<file path="src/hw/rtl/fpsc_pkg.sv">
package fpsc_pkg;

  // Burst store depth
  localparam int unsigned BufBytesDef = 30;

  // Field widths
  localparam int unsigned KindW    = 2;
  localparam int unsigned ByteW    = 8;
  localparam int unsigned SpeedW   = 7;
  localparam int unsigned CauseW   = 2;
  localparam int unsigned WordW    = 16;
  localparam int unsigned DzW      = 15;
  localparam int unsigned TimeoutW = 16;
  localparam int unsigned LenW     = 5;
  localparam int unsigned CfgIdxW  = 3;
  localparam int unsigned CfgDataW = 16;

  // Item kinds
  localparam logic [KindW-1:0] KindByte = 2'd0;
  localparam logic [KindW-1:0] KindIdle = 2'd1;
  localparam logic [KindW-1:0] KindTick = 2'd2;

  // Result causes
  localparam logic [CauseW-1:0] CauseTrack   = 2'd0;
  localparam logic [CauseW-1:0] CauseLost    = 2'd1;
  localparam logic [CauseW-1:0] CauseTimeout = 2'd2;

  // Register indexes
  localparam logic [CfgIdxW-1:0] RegDeadZone  = 3'd0;
  localparam logic [CfgIdxW-1:0] RegBaseSpeed = 3'd1;
  localparam logic [CfgIdxW-1:0] RegMaxTurn   = 3'd2;
  localparam logic [CfgIdxW-1:0] RegTimeout   = 3'd3;
  localparam logic [CfgIdxW-1:0] RegMinLen    = 3'd4;

  // Register reset values
  localparam logic [DzW-1:0]      DeadZoneRst  = 15'd10;
  localparam logic [SpeedW-1:0]   BaseSpeedRst = 7'd60;
  localparam logic [SpeedW-1:0]   MaxTurnRst   = 7'd40;
  localparam logic [TimeoutW-1:0] TimeoutRst   = 16'd1000;
  localparam logic [LenW-1:0]     MinLenRst    = 5'd9;

  // Frame format
  localparam logic [WordW-1:0] HeaderWord  = 16'h55AA;
  localparam logic [ByteW-1:0] EndByte     = 8'h0D;
  localparam logic [ByteW-1:0] StatusTrack = 8'h00;
  localparam logic [ByteW-1:0] StatusLost  = 8'h01;
  localparam logic [LenW-1:0]  MinLenFloor = 5'd9;
  localparam int unsigned PosHeaderHi = 0;
  localparam int unsigned PosHeaderLo = 1;
  localparam int unsigned PosErrLo    = 2;
  localparam int unsigned PosErrHi    = 3;
  localparam int unsigned PosStatus   = 6;

  // Steering: 2*m/5 == (m * 0xCCCD) >> 17 for every 16-bit m
  localparam logic [WordW-1:0]  Recip5     = 16'hCCCD;
  localparam int unsigned       Recip5Shr  = 17;
  localparam logic [SpeedW-1:0] SpeedMax   = 7'd100;

  typedef struct packed {
    logic [DzW-1:0]      dz_band;
    logic [SpeedW-1:0]   cruise_pct;
    logic [SpeedW-1:0]   turn_limit;
    logic [TimeoutW-1:0] lost_timeout;
    logic [LenW-1:0]     min_frame_len;
  } cfg_t;

  // Action decided for the held item
  typedef struct packed {
    logic              fire;
    logic              drive;
    logic [CauseW-1:0] cause;
  } act_t;

endpackage

</file>
<file path="src/hw/rtl/fpsc_intf.sv">
interface fpsc_in_if
  import fpsc_pkg::*;
();
  logic             valid;
  logic             ready;
  logic [KindW-1:0] kind;
  logic [ByteW-1:0] data_byte;

  modport source (output valid, kind, data_byte, input ready);
  modport sink   (input valid, kind, data_byte, output ready);
endinterface

interface fpsc_out_if
  import fpsc_pkg::*;
();
  logic              valid;
  logic              ready;
  logic [SpeedW-1:0] left_pct;
  logic [SpeedW-1:0] right_pct;
  logic [CauseW-1:0] cause;

  modport source (output valid, left_pct, right_pct, cause, input ready);
  modport sink   (input valid, left_pct, right_pct, cause, output ready);
endinterface

interface fpsc_cfg_if
  import fpsc_pkg::*;
();
  logic                valid;
  logic                ready;
  logic [CfgIdxW-1:0]  index;
  logic [CfgDataW-1:0] data;

  modport source (output valid, index, data, input ready);
  modport sink   (input valid, index, data, output ready);
endinterface

</file>
<file path="src/hw/rtl/frame_parse_steering_control.sv">
// An accepted item is held in the input register; when it moves on, its result,
// if any, is loaded into the result register, from which it transfers out.
// Throughput: one item per cycle; the input stalls only while the held item
// makes a result, the result register is full and the sink is not taking it.
// Reset (rst_ni, async, active low): registers to their default values,
// burst bookkeeping and lost counter cleared, both registers empty.
module frame_parse_steering_control
  import fpsc_pkg::*;
#(
  parameter int unsigned BufBytes = BufBytesDef
) (
  input  logic        clk_i,
  input  logic        rst_ni,
  fpsc_in_if.sink     in_i,
  fpsc_out_if.source  out_o,
  fpsc_cfg_if.sink    cfg_i
);

  // Input register: holds one item while the parser decides on it
  logic             in_valid_q;
  logic [KindW-1:0] kind_q;
  logic [ByteW-1:0] byte_q;

  // Result register
  logic              out_valid_q;
  logic [SpeedW-1:0] left_q;
  logic [SpeedW-1:0] right_q;
  logic [CauseW-1:0] cause_q;

  cfg_t              cfg;
  act_t              act;
  logic [WordW-1:0]  error_word;
  logic [SpeedW-1:0] steer_left;
  logic [SpeedW-1:0] steer_right;
  logic              out_free;
  logic              step;

  fpsc_cfg_regs u_cfg (
    .clk_i  (clk_i),
    .rst_ni (rst_ni),
    .cfg    (cfg_i),
    .cfg_o  (cfg)
  );

  // Parser state commits only when the held item moves on (step)
  fpsc_frame #(
    .BufBytes (BufBytes)
  ) u_frame (
    .clk_i        (clk_i),
    .rst_ni       (rst_ni),
    .step_i       (step),
    .kind_i       (kind_q),
    .byte_i       (byte_q),
    .cfg_i        (cfg),
    .act_o        (act),
    .error_word_o (error_word)
  );

  fpsc_steer u_steer (
    .error_word_i (error_word),
    .cfg_i        (cfg),
    .left_o       (steer_left),
    .right_o      (steer_right)
  );

  // The result register frees up in the same cycle its content transfers out.
  // An item with no result always moves on; one with a result needs room.
  assign out_free   = !out_valid_q || out_o.ready;
  assign step       = in_valid_q && (!act.fire || out_free);
  assign in_i.ready = !in_valid_q || step;

  always_ff @(posedge clk_i or negedge rst_ni) begin
    if (!rst_ni) begin
      in_valid_q <= 1'b0;
    end else if (in_i.ready) begin
      in_valid_q <= in_i.valid;
    end
  end

  always_ff @(posedge clk_i) begin
    if (in_i.ready && in_i.valid) begin
      kind_q <= in_i.kind;
      byte_q <= in_i.data_byte;
    end
  end

  always_ff @(posedge clk_i or negedge rst_ni) begin
    if (!rst_ni) begin
      out_valid_q <= 1'b0;
    end else if (step && act.fire) begin
      out_valid_q <= 1'b1;
    end else if (out_o.ready) begin
      out_valid_q <= 1'b0;
    end
  end

  // Brake results carry zero speeds
  always_ff @(posedge clk_i) begin
    if (step && act.fire) begin
      left_q  <= act.drive ? steer_left  : '0;
      right_q <= act.drive ? steer_right : '0;
      cause_q <= act.cause;
    end
  end

  assign out_o.valid     = out_valid_q;
  assign out_o.left_pct  = left_q;
  assign out_o.right_pct = right_q;
  assign out_o.cause     = cause_q;

endmodule

</file>
<file path="src/hw/rtl/fpsc_cfg_regs.sv">
module fpsc_cfg_regs
  import fpsc_pkg::*;
(
  input  logic       clk_i,
  input  logic       rst_ni,
  fpsc_cfg_if.sink   cfg,
  output cfg_t       cfg_o
);

  cfg_t regs_q, regs_d;

  assign cfg.ready = 1'b1;
  assign cfg_o     = regs_q;

  always_comb begin
    regs_d = regs_q;
    if (cfg.valid) begin
      unique case (cfg.index)
        RegDeadZone:  regs_d.dz_band       = cfg.data[DzW-1:0];
        RegBaseSpeed: regs_d.cruise_pct    = cfg.data[SpeedW-1:0];
        RegMaxTurn:   regs_d.turn_limit    = cfg.data[SpeedW-1:0];
        RegTimeout:   regs_d.lost_timeout  = cfg.data[TimeoutW-1:0];
        RegMinLen:    regs_d.min_frame_len = cfg.data[LenW-1:0];
        default: ;
      endcase
    end
  end

  always_ff @(posedge clk_i or negedge rst_ni) begin
    if (!rst_ni) begin
      regs_q.dz_band       <= DeadZoneRst;
      regs_q.cruise_pct    <= BaseSpeedRst;
      regs_q.turn_limit    <= MaxTurnRst;
      regs_q.lost_timeout  <= TimeoutRst;
      regs_q.min_frame_len <= MinLenRst;
    end else begin
      regs_q <= regs_d;
    end
  end

endmodule

</file>
<file path="src/hw/rtl/fpsc_frame.sv">
module fpsc_frame
  import fpsc_pkg::*;
#(
  parameter int unsigned BufBytes = BufBytesDef
) (
  input  logic             clk_i,
  input  logic             rst_ni,
  input  logic             step_i,
  input  logic [KindW-1:0] kind_i,
  input  logic [ByteW-1:0] byte_i,
  input  cfg_t             cfg_i,
  output act_t             act_o,
  output logic [WordW-1:0] error_word_o
);

  localparam int unsigned CntW = $clog2(BufBytes + 1);

  logic [CntW-1:0]     cnt_q, cnt_d;
  logic [WordW-1:0]    header_q, header_d;
  logic [WordW-1:0]    error_q, error_d;
  logic [ByteW-1:0]    status_q, status_d;
  logic [ByteW-1:0]    sum_q, sum_d;
  logic [ByteW-1:0]    prev_q, prev_d;
  logic [ByteW-1:0]    last_q, last_d;
  logic [WordW-1:0]    lost_q, lost_d;
  logic [LenW-1:0]     min_len;
  logic [ByteW-1:0]    body_sum;
  logic                frame_ok;
  logic [WordW:0]      lost_next;
  act_t                act;

  assign min_len   = (cfg_i.min_frame_len < MinLenFloor) ? MinLenFloor
                                                          : cfg_i.min_frame_len;
  // sum of all bytes ahead of the checksum byte
  assign body_sum  = sum_q - prev_q - last_q;
  assign frame_ok  = (LenW'(cnt_q) >= min_len) && (header_q == HeaderWord) &&
                     (last_q == EndByte) && (body_sum == prev_q);
  assign lost_next = {1'b0, lost_q} + (WordW+1)'(1);

  always_comb begin
    cnt_d    = cnt_q;
    header_d = header_q;
    error_d  = error_q;
    status_d = status_q;
    sum_d    = sum_q;
    prev_d   = prev_q;
    last_d   = last_q;
    lost_d   = lost_q;
    act      = '0;
    unique case (kind_i)
      KindByte: begin
        if (cnt_q < CntW'(BufBytes)) begin
          unique case (cnt_q)
            CntW'(PosHeaderHi): header_d = {byte_i, header_q[ByteW-1:0]};
            CntW'(PosHeaderLo): header_d = {header_q[WordW-1:ByteW], byte_i};
            CntW'(PosErrLo):    error_d  = {error_q[WordW-1:ByteW], byte_i};
            CntW'(PosErrHi):    error_d  = {byte_i, error_q[ByteW-1:0]};
            CntW'(PosStatus):   status_d = byte_i;
            default: ;
          endcase
          sum_d  = sum_q + byte_i;
          prev_d = last_q;
          last_d = byte_i;
          cnt_d  = cnt_q + CntW'(1);
        end
      end
      KindIdle: begin
        cnt_d  = '0;
        sum_d  = '0;
        prev_d = '0;
        last_d = '0;
        if (frame_ok) begin
          if (status_q == StatusTrack) begin
            lost_d    = '0;
            act.fire  = 1'b1;
            act.drive = 1'b1;
            act.cause = CauseTrack;
          end else if (status_q == StatusLost && lost_q == '0) begin
            lost_d    = WordW'(1);
            act.fire  = 1'b1;
            act.cause = CauseLost;
          end
        end
      end
      KindTick: begin
        if (lost_q != '0) begin
          if (lost_next > {1'b0, cfg_i.lost_timeout} || lost_next[WordW]) begin
            lost_d    = '0;
            act.fire  = 1'b1;
            act.cause = CauseTimeout;
          end else begin
            lost_d = lost_next[WordW-1:0];
          end
        end
      end
      default: ;
    endcase
  end

  always_ff @(posedge clk_i or negedge rst_ni) begin
    if (!rst_ni) begin
      cnt_q    <= '0;
      header_q <= '0;
      error_q  <= '0;
      status_q <= '0;
      sum_q    <= '0;
      prev_q   <= '0;
      last_q   <= '0;
      lost_q   <= '0;
    end else if (step_i) begin
      cnt_q    <= cnt_d;
      header_q <= header_d;
      error_q  <= error_d;
      status_q <= status_d;
      sum_q    <= sum_d;
      prev_q   <= prev_d;
      last_q   <= last_d;
      lost_q   <= lost_d;
    end
  end

  assign act_o        = act;
  assign error_word_o = error_q;

endmodule

</file>
<file path="src/hw/rtl/fpsc_steer.sv">
module fpsc_steer
  import fpsc_pkg::*;
(
  input  logic [WordW-1:0]  error_word_i,
  input  cfg_t              cfg_i,
  output logic [SpeedW-1:0] left_o,
  output logic [SpeedW-1:0] right_o
);

  logic [WordW-1:0]      mag;
  logic                  in_dz;
  logic [2*WordW-1:0]    prod;
  logic [WordW-1:0]      turn;
  logic [SpeedW-1:0]     tmag;
  logic signed [SpeedW+1:0] plus, minus;

  function automatic logic [SpeedW-1:0] clamp_speed(logic signed [SpeedW+1:0] v);
    logic [SpeedW-1:0] r;
    if (v < 0) begin
      r = '0;
    end else if (v > $signed({2'b00, SpeedMax})) begin
      r = SpeedMax;
    end else begin
      r = v[SpeedW-1:0];
    end
    return r;
  endfunction

  // |x|; the most negative error gives 0x8000, still right as unsigned
  assign mag   = error_word_i[WordW-1] ? (~error_word_i + WordW'(1)) : error_word_i;
  assign in_dz = mag < {1'b0, cfg_i.dz_band};
  assign prod  = (2*WordW)'(mag) * (2*WordW)'(Recip5);
  assign turn  = WordW'(prod >> Recip5Shr);

  always_comb begin
    if (in_dz) begin
      tmag = '0;
    end else if (turn > WordW'(cfg_i.turn_limit)) begin
      tmag = cfg_i.turn_limit;
    end else begin
      tmag = turn[SpeedW-1:0];
    end
  end

  assign plus  = $signed({2'b00, cfg_i.cruise_pct}) + $signed({2'b00, tmag});
  assign minus = $signed({2'b00, cfg_i.cruise_pct}) - $signed({2'b00, tmag});

  // negative error steers left wheel up
  assign left_o  = error_word_i[WordW-1] ? clamp_speed(plus) : clamp_speed(minus);
  assign right_o = error_word_i[WordW-1] ? clamp_speed(minus) : clamp_speed(plus);

endmodule

</file>
<file path="src/flat_wrapper.sv">
// flat-port wrapper written by rule: the top's interface ports become plain ports
module frame_parse_steering_control_flat import fpsc_pkg::*;
#(
  parameter int unsigned BufBytes = BufBytesDef
)
  (clk_i, rst_ni, in_i_valid, in_i_kind, in_i_data_byte, in_i_ready, out_o_valid, out_o_left_pct, out_o_right_pct, out_o_cause, out_o_ready, cfg_i_valid, cfg_i_index, cfg_i_data, cfg_i_ready);
  fpsc_in_if in_i_i ();
  fpsc_out_if out_o_i ();
  fpsc_cfg_if cfg_i_i ();
  input  logic clk_i;
  input  logic rst_ni;
  input wire logic [$bits(in_i_i.valid)-1:0] in_i_valid;
  input wire logic [$bits(in_i_i.kind)-1:0] in_i_kind;
  input wire logic [$bits(in_i_i.data_byte)-1:0] in_i_data_byte;
  output wire logic [$bits(in_i_i.ready)-1:0] in_i_ready;
  output wire logic [$bits(out_o_i.valid)-1:0] out_o_valid;
  output wire logic [$bits(out_o_i.left_pct)-1:0] out_o_left_pct;
  output wire logic [$bits(out_o_i.right_pct)-1:0] out_o_right_pct;
  output wire logic [$bits(out_o_i.cause)-1:0] out_o_cause;
  input wire logic [$bits(out_o_i.ready)-1:0] out_o_ready;
  input wire logic [$bits(cfg_i_i.valid)-1:0] cfg_i_valid;
  input wire logic [$bits(cfg_i_i.index)-1:0] cfg_i_index;
  input wire logic [$bits(cfg_i_i.data)-1:0] cfg_i_data;
  output wire logic [$bits(cfg_i_i.ready)-1:0] cfg_i_ready;
  assign in_i_i.valid = in_i_valid;
  assign in_i_i.kind = in_i_kind;
  assign in_i_i.data_byte = in_i_data_byte;
  assign in_i_ready = in_i_i.ready;
  assign out_o_valid = out_o_i.valid;
  assign out_o_left_pct = out_o_i.left_pct;
  assign out_o_right_pct = out_o_i.right_pct;
  assign out_o_cause = out_o_i.cause;
  assign out_o_i.ready = out_o_ready;
  assign cfg_i_i.valid = cfg_i_valid;
  assign cfg_i_i.index = cfg_i_index;
  assign cfg_i_i.data = cfg_i_data;
  assign cfg_i_ready = cfg_i_i.ready;
  frame_parse_steering_control #(.BufBytes(BufBytes)) u_core (.clk_i(clk_i), .rst_ni(rst_ni), .in_i(in_i_i), .out_o(out_o_i), .cfg_i(cfg_i_i));
endmodule
</file>
<file path="config.mk">
export PLATFORM = sky130hd
export DESIGN_NAME = frame_parse_steering_control_flat
export DESIGN_NICKNAME = d
export VERILOG_FILES = /design/src/hw/rtl/fpsc_pkg.sv /design/src/hw/rtl/fpsc_intf.sv /design/src/hw/rtl/frame_parse_steering_control.sv /design/src/hw/rtl/fpsc_cfg_regs.sv /design/src/hw/rtl/fpsc_frame.sv /design/src/hw/rtl/fpsc_steer.sv /design/src/flat_wrapper.sv
export SDC_FILE = /design/constraint.sdc
export NUM_CORES = 1
export LEC_CHECK = 0
export BUFFER_PORTS_ARGS = -buffer_cell sky130_fd_sc_hd__buf_4
export CAP_MARGIN = 20
export CORE_MARGIN = 2
export CORE_UTILIZATION = 45
export CTS_BUF_LIST = sky130_fd_sc_hd__clkbuf_8 sky130_fd_sc_hd__clkbuf_16
export DETAILED_ROUTE_END_ITERATION = 8
export GPL_TIMING_DRIVEN = 1
export SLEW_MARGIN = 10
export SYNTH_ARGS = -nofsm -noshare
export SYNTH_HDL_FRONTEND = slang
export SYNTH_HIERARCHICAL = 1
export SYNTH_SLANG_ARGS = --single-unit
</file>
<file path="constraint.sdc">
create_clock -name clk_i -period 20.6 [get_ports clk_i]
set_clock_uncertainty 0.15 [all_clocks]
set_input_delay 2.06 -clock clk_i [delete_from_list [all_inputs] [get_ports clk_i]]
set_output_delay 2.06 -clock clk_i [all_outputs]
set_load 0.01 [all_outputs]
</file>
==> results.json, run 1 <==
{
  "grt_util_all_layers_pct": 21.5,
  "final_common_cell": "inv_1",
  "viasPerCell": 5.44,
  "fin_setup_tns_ns": 0,
  "antenna_found_initial": 0,
  "dp_hpwl_um": 29700,
  "num_antenna_cells": 0,
  "end_kind": "flop",
  "yosys_warnings": 6,
  "crit_top_cell": "inv_1",
  "drive_above_1_share_pct": 15.8,
  "holdCritStartpoint": "u_core/u_frame/header_q[3]$_DFFE_PN0P_",
  "cts_tree": "yes",
  "die_w_um": 188,
  "cts_made_buffers": 17,
  "async_flop_share_pct": 84.0,
  "crit_path_start_kind": "flop",
  "hold_viol_final": 0,
  "maxSlewHeadroom_pct": 33.2,
  "min_period_ns": 12.34,
  "drt_iter0_drc": 554,
  "worst_pin_slew_ns": 0.993,
  "cts-htree-levels": 4,
  "holdBufCountCts": 0,
  "grt_overflow": 0,
  "area_delta_synth_final_pct": 9.44,
  "synth.area.top_cells": "dfrtp_1 (20%), ha_1 (17%), fa_1 (11%)",
  "grt_max_degree": 70,
  "cts.clk_slew.worst_paths_ns": 0.06,
  "fmax_ghz": 0.0811,
  "routed_wl_um": 36900,
  "report.final.slew_viol_count": 0,
  "grt_setup_unrepaired": "false",
  "mostFrequentLayoutCells": "inv_1 (249), ha_1 (208), dfrtp_1 (120), mux2_2 (98), fa_1 (82)",
  "clk_latency_ns": 0.43,
  "synthFlopType": "dfrtp_1",
  "ant_nets": 0,
  "critical_path_class": "flop to flop",
  "synth_top_area_share_pct": 19.7,
  "synth-edff-count": 26,
  "drc": 0,
  "synth_seq_area_share_pct": 27.6,
  "yosysTopAreaCell": "dfrtp_1",
  "grt_pass1_vias": 11200,
  "grt_pass1_wl_um": 60200,
  "synthCells": 1512,
  "cpPeakStageDelay_ns": 0.71,
  "multi_input_area_mm2": 0.00994,
  "nets": 1884,
  "critPathLaunch": "u_core/u_frame/error_word_o[2]$_DFFE_PN0P_",
  "cts_setup_buffers": 0,
  "via_count": 11000,
  "syn_avg_cell_area_um2": 10.1,
  "cts_sinks": 162,
  "crit_required_ns": 20.64,
  "setup_viol": 0,
  "r2r_start": "u_core/u_frame/error_word_o[2]$_DFFE_PN0P_",
  "finalCritPeriodShare_pct": 59.9,
  "outcome": "finished, final reports clean",
  "fillers": 3109,
  "io_buffers": 51,
  "first_pass_iters": 5,
  "clock-root-buffer": "clkbuf_16",
  "syn_nets": 1836,
  "max-clock-path-buffers": 2,
  "stdcell_count": 2021,
  "hold_path_class": "flop to flop",
  "regArea_mm2": 0.00420,
  "cts-resized-gates": 0,
  "die_area_mm2": 0.0354,
  "crit_arrival_ns": 12.37,
  "io_pins": 53,
  "initial_core_util_pct": 45.6,
  "slowest_stage": "or4_1",
  "synthesis.area_mm2": 0.0153,
  "rows": 67,
  "placed_cells": 1988,
  "routedWlPerCell_um": 18.3,
  "core_mm2": 0.0334,
  "synth_seq_cells": 162,
  "cap_violations": 0,
  "critPathMaxFanout": 13,
  "gp_congestion": 0.948,
  "die_h_um": 188,
  "synth_cell_types": 90
}
-- per-layer routing --
layer | up-vias | share of wire (%) | routed length [µm] | global-route usage (%)
met4 | 0 | 2.1 | 767 | 6.27
li1 | 5327 | - | - | -
met2 | 166 | 48 | 17600 | 35.8
met5 | - | 0 | 0 | 0
met1 | 5464 | 48 | 17700 | 29.7
met3 | 42 | 2.5 | 906 | 2.23
-- cell type report --
class                           instances  share of cell area, %
Timing Repair Buffer                   64                   2.89
Multi-Input combinational cell       1066                   59.5
Clock inverter                         13                  0.645
Sequential cell                       162                   25.2
Inverter                              249                   5.60
Clock buffer                           19                   2.78
Tap cell                              448                   3.36
-- worst max-delay path: cells and delay by family (launching register included) --
kind	cells	cell delay, ns
AOI/OAI and AO/OA	14	3.00
xor gates and xnor gates	3	0.84
adders and majority gates	9	3.86
buffers and inverters	6	0.56
DFF	1	0.45
muxes	2	0.72
and+or+nand+nor	8	2.53
-- state kept, by name, summed over array words and instances (netlist names) --
signal / cells
u_core/in_valid_q: 1
u_core/out_o.valid: 1
u_core/u_frame/prev_q: 7
u_core/out_o.cause: 2
u_core/u_frame/lost_q: 16
u_core/u_frame/header_q: 16
u_core/out_o.left_pct: 7
u_core/u_frame/status_q: 8
u_core/byte_q: 8
u_core/kind_q: 2
u_core/u_cfg/cfg_o: 50
u_core/u_frame/error_word_o: 16
u_core/u_frame/cnt_q: 5
u_core/out_o.right_pct: 7
u_core/u_frame/last_q: 8
u_core/u_frame/sum_q: 8
-- Yosys cell counts (10+ instances only) --
library cell,n
a21o_1,16
a21oi_1,68
a22o_1,23
and2_1,26
clkbuf_1,21
dfrtp_1,120
dfstp_2,16
edfxtp_1,26
fa_1,82
ha_1,208
inv_1,248
mux2_2,98
mux2i_1,14
nand2_1,62
nand2b_1,16
nand3_1,24
nand4_1,18
nor2_1,53
nor2b_1,10
nor3_1,20
nor4_1,10
o211ai_1,16
o21ai_0,51
xnor2_1,51
xor2_1,35
-- metrics by stage --
stage          setup WS (ns)  area (µm²)  utilization (%)  hold WS, ns
6_report                8.26       16700             49.9        0.350
4_1_cts                 8.38       16700             49.9        0.351
3_5_place_dp            8.44       16100             48.2        0.337
5_1_grt                 7.39       16700             49.9        0.369
2_1_floorplan           9.54       15300                -        0.322
3_3_place_gp            8.79       16100             48.2        0.334
-- worst paths after layout --
path / to / cells after the start / slack, ns
worst max register to register: u_core/out_o.left_pct[2]$_SDFFCE_PN0P_ / 42 / 8.26
worst max-delay path: u_core/out_o.left_pct[2]$_SDFFCE_PN0P_ / 42 / 8.26
max in group asynchronous: u_core/u_frame/lost_q[9]$_DFFE_PN0P_ / 2 / 17.47
worst min-delay path: u_core/u_frame/header_q[3]$_DFFE_PN0P_ / 1 / 0.35
worst min register to register: u_core/u_frame/header_q[3]$_DFFE_PN0P_ / 1 / 0.35
min in group asynchronous: u_core/u_frame/header_q[11]$_DFFE_PN0P_ / 1 / 1.48
-- logic make-up (layout without fill, tap and decap cells) --
family	count (synthesis)	count (layout)	share of synthesized area, %
buf+inv	284	345	7.31
compound gates	264	264	12.2
xor+xnor	89	89	5.30
fa+ha+maj	290	290	27.8
simple gates	308	308	11.5
other cells	1	1	0.0246
flops	162	162	27.6
mux	114	114	8.30
Power of run 1 is not shown: default switching activity piles up to over one toggle a cycle in this logic, so the estimate is an artifact.
==> inputs of run 2 (changes only) <==
==> constraint.sdc (replaced) <==
create_clock -name clk_i -period 11.86 [get_ports clk_i]
set_clock_uncertainty 0.15 [all_clocks]
set_input_delay 1.186 -clock clk_i [delete_from_list [all_inputs] [get_ports clk_i]]
set_output_delay 1.186 -clock clk_i [all_outputs]
set_load 0.01 [all_outputs]
==> results.json, run 2 (synthesis gave the netlist of run 1 again) <==
{
  "outcome": "finished, final reports clean",
  "stdcell_count": 2034,
  "min_period_ns": 11.33,
  "slowest_stage": "or4_4",
  "clock-root-buffer": "clkbuf_16",
  "cap_violations": 0,
  "setup_slack_ns": 0.532,
  "crit_arrival_ns": 11.38,
  "critical_path_class": "flop to flop",
  "drt_iter0_drc": 535,
  "placed_cells": 1991,
  "finalCritPeriodShare_pct": 95.5,
  "drive_above_1_share_pct": 17.0,
  "die_h_um": 188,
  "cts.clk_slew.worst_paths_ns": 0.06,
  "routedWlPerCell_um": 18.3,
  "die_w_um": 188,
  "critPathLaunch": "u_core/u_frame/error_word_o[2]$_DFFE_PN0P_",
  "num_antenna_cells": 0,
  "cts-htree-levels": 4,
  "rows": 67,
  "critPathMaxFanout": 7,
  "report.final.slew_viol_count": 0,
  "max-clock-path-buffers": 2,
  "io_buffers": 51,
  "crit_top_cell": "inv_1",
  "critical_path_depth": 44,
  "clk_latency_ns": 0.44,
  "final_util_pct": 50.4,
  "setup_viol": 0,
  "end_kind": "flop",
  "grt_util_all_layers_pct": 21.6,
  "use_met1_pct": 29.4,
  "endpoint": "u_core/out_o.left_pct[2]$_SDFFCE_PN0P_",
  "grt_overflow": 0,
  "fmax_ghz": 0.0883,
  "holdCritStartpoint": "u_core/u_frame/header_q[3]$_DFFE_PN0P_",
  "whs_ns": 0.352,
  "crit_buf_inv": 7,
  "area_delta_synth_final_pct": 10.6,
  "use_met2_pct": 36.1,
  "first_pass_iters": 5,
  "dp_slack_ns": 0.0309,
  "grt_max_degree": 80,
  "busiest_layer": "met2",
  "regToRegEndpoint": "u_core/out_o.left_pct[2]$_SDFFCE_PN0P_",
  "drc": 0,
  "worst_pin_slew_ns": 1.03,
  "core_mm2": 0.0334,
  "cts_made_buffers": 17,
  "mostFrequentLayoutCells": "inv_1 (248), ha_1 (208), dfrtp_1 (120), mux2_2 (98), fa_1 (82)",
  "final_common_cell": "inv_1",
  "hold_viol_final": 0,
  "dp_hpwl_um": 29900,
  "initial_core_util_pct": 45.6,
  "reg2reg_slack_ns": 0.53,
  "via_count": 11100,
  "cpPeakStageDelay_ns": 0.63,
  "hold_path_class": "flop to flop",
  "antenna_found_initial": 0,
  "crit_path_start_kind": "flop",
  "r2r_start": "u_core/u_frame/error_word_o[2]$_DFFE_PN0P_",
  "cts_tree": "yes",
  "maxSlewHeadroom_pct": 30.5,
  "crit_family": "adder cells",
  "die_area_mm2": 0.0354,
  "gp_congestion": 0.906,
  "largest_reg_flops": 50,
  "crit_required_ns": 11.91,
  "grtUsageMet3_pct": 2.62,
  "grt_pass1_vias": 11100,
  "cts_sinks": 162,
  "ant_nets": 0,
  "viasPerCell": 5.45,
  "grt_pass1_wl_um": 60000,
  "nets": 1897,
  "rr_worst_depth": 44,
  "routed_wl_um": 37200,
  "io_pins": 53,
  "fillers": 3046
}
## run 2: what timing repair did
item / CTS / global route
buffers inserted: 0 / 11
pin swaps: 0 / 7
hold buffers: 0 / 0
setup endpoints to repair: 2 / 14
endpoints found under the hold margin: 0 / 0
gates resized for setup: 1 / 7
## run 2: worst min path at each step
stage | slack, ns | endpoint | cells after the start
floorplan | 0.32 | u_core/u_frame/header_q[3]$_DFFE_PN0P_ | 1
global placement | 0.33 | u_core/u_frame/header_q[7]$_DFFE_PN0P_ | 1
detailed placement | 0.34 | u_core/u_frame/header_q[3]$_DFFE_PN0P_ | 1
CTS | 0.35 | u_core/u_frame/header_q[3]$_DFFE_PN0P_ | 1
global route | 0.37 | u_core/u_frame/header_q[7]$_DFFE_PN0P_ | 1
finish | 0.35 | u_core/u_frame/header_q[3]$_DFFE_PN0P_ | 1
## run 2: worst register-to-register path, delay by kind of cell (launching register included)
kind	cells	cell delay, ns
fa+ha+maj	10	4.01
xor+xnor	3	0.62
mux	2	0.52
flops	1	0.45
compound gates	11	2.20
simple gates	11	2.56
buf+inv	7	0.59
## run 2: cell type report
class                      count  area, µm²  share of cell area, %
multi-input combinational   1066       9990                   59.2
sequential                   162       4200                   24.9
inverter                     249        935                   5.54
timing repair buffer          77        582                   3.45
tap                          448        561                   3.32
clock buffer                  17        425                   2.52
clock inverter                15        180                   1.07
## run 2: per-stage QoR
| stage | TNS (ns) | cell area [µm²] |
|---|---|---|
| finish | 0 | 16900 |
| detailed placement | 0 | 16100 |
| global route | -0.108 | 16900 |
| CTS | 0 | 16800 |
| global placement | 0 | 16100 |
| floorplan | 0 | 15300 |
## run 2: metal layers
layer  wire, µm  part of all wire, %
met2      18000                   48
met3       1030                  2.8
met5          0                    0
met4        677                  1.8
met1      17500                   47
Power of run 2 is left out for the same reason.
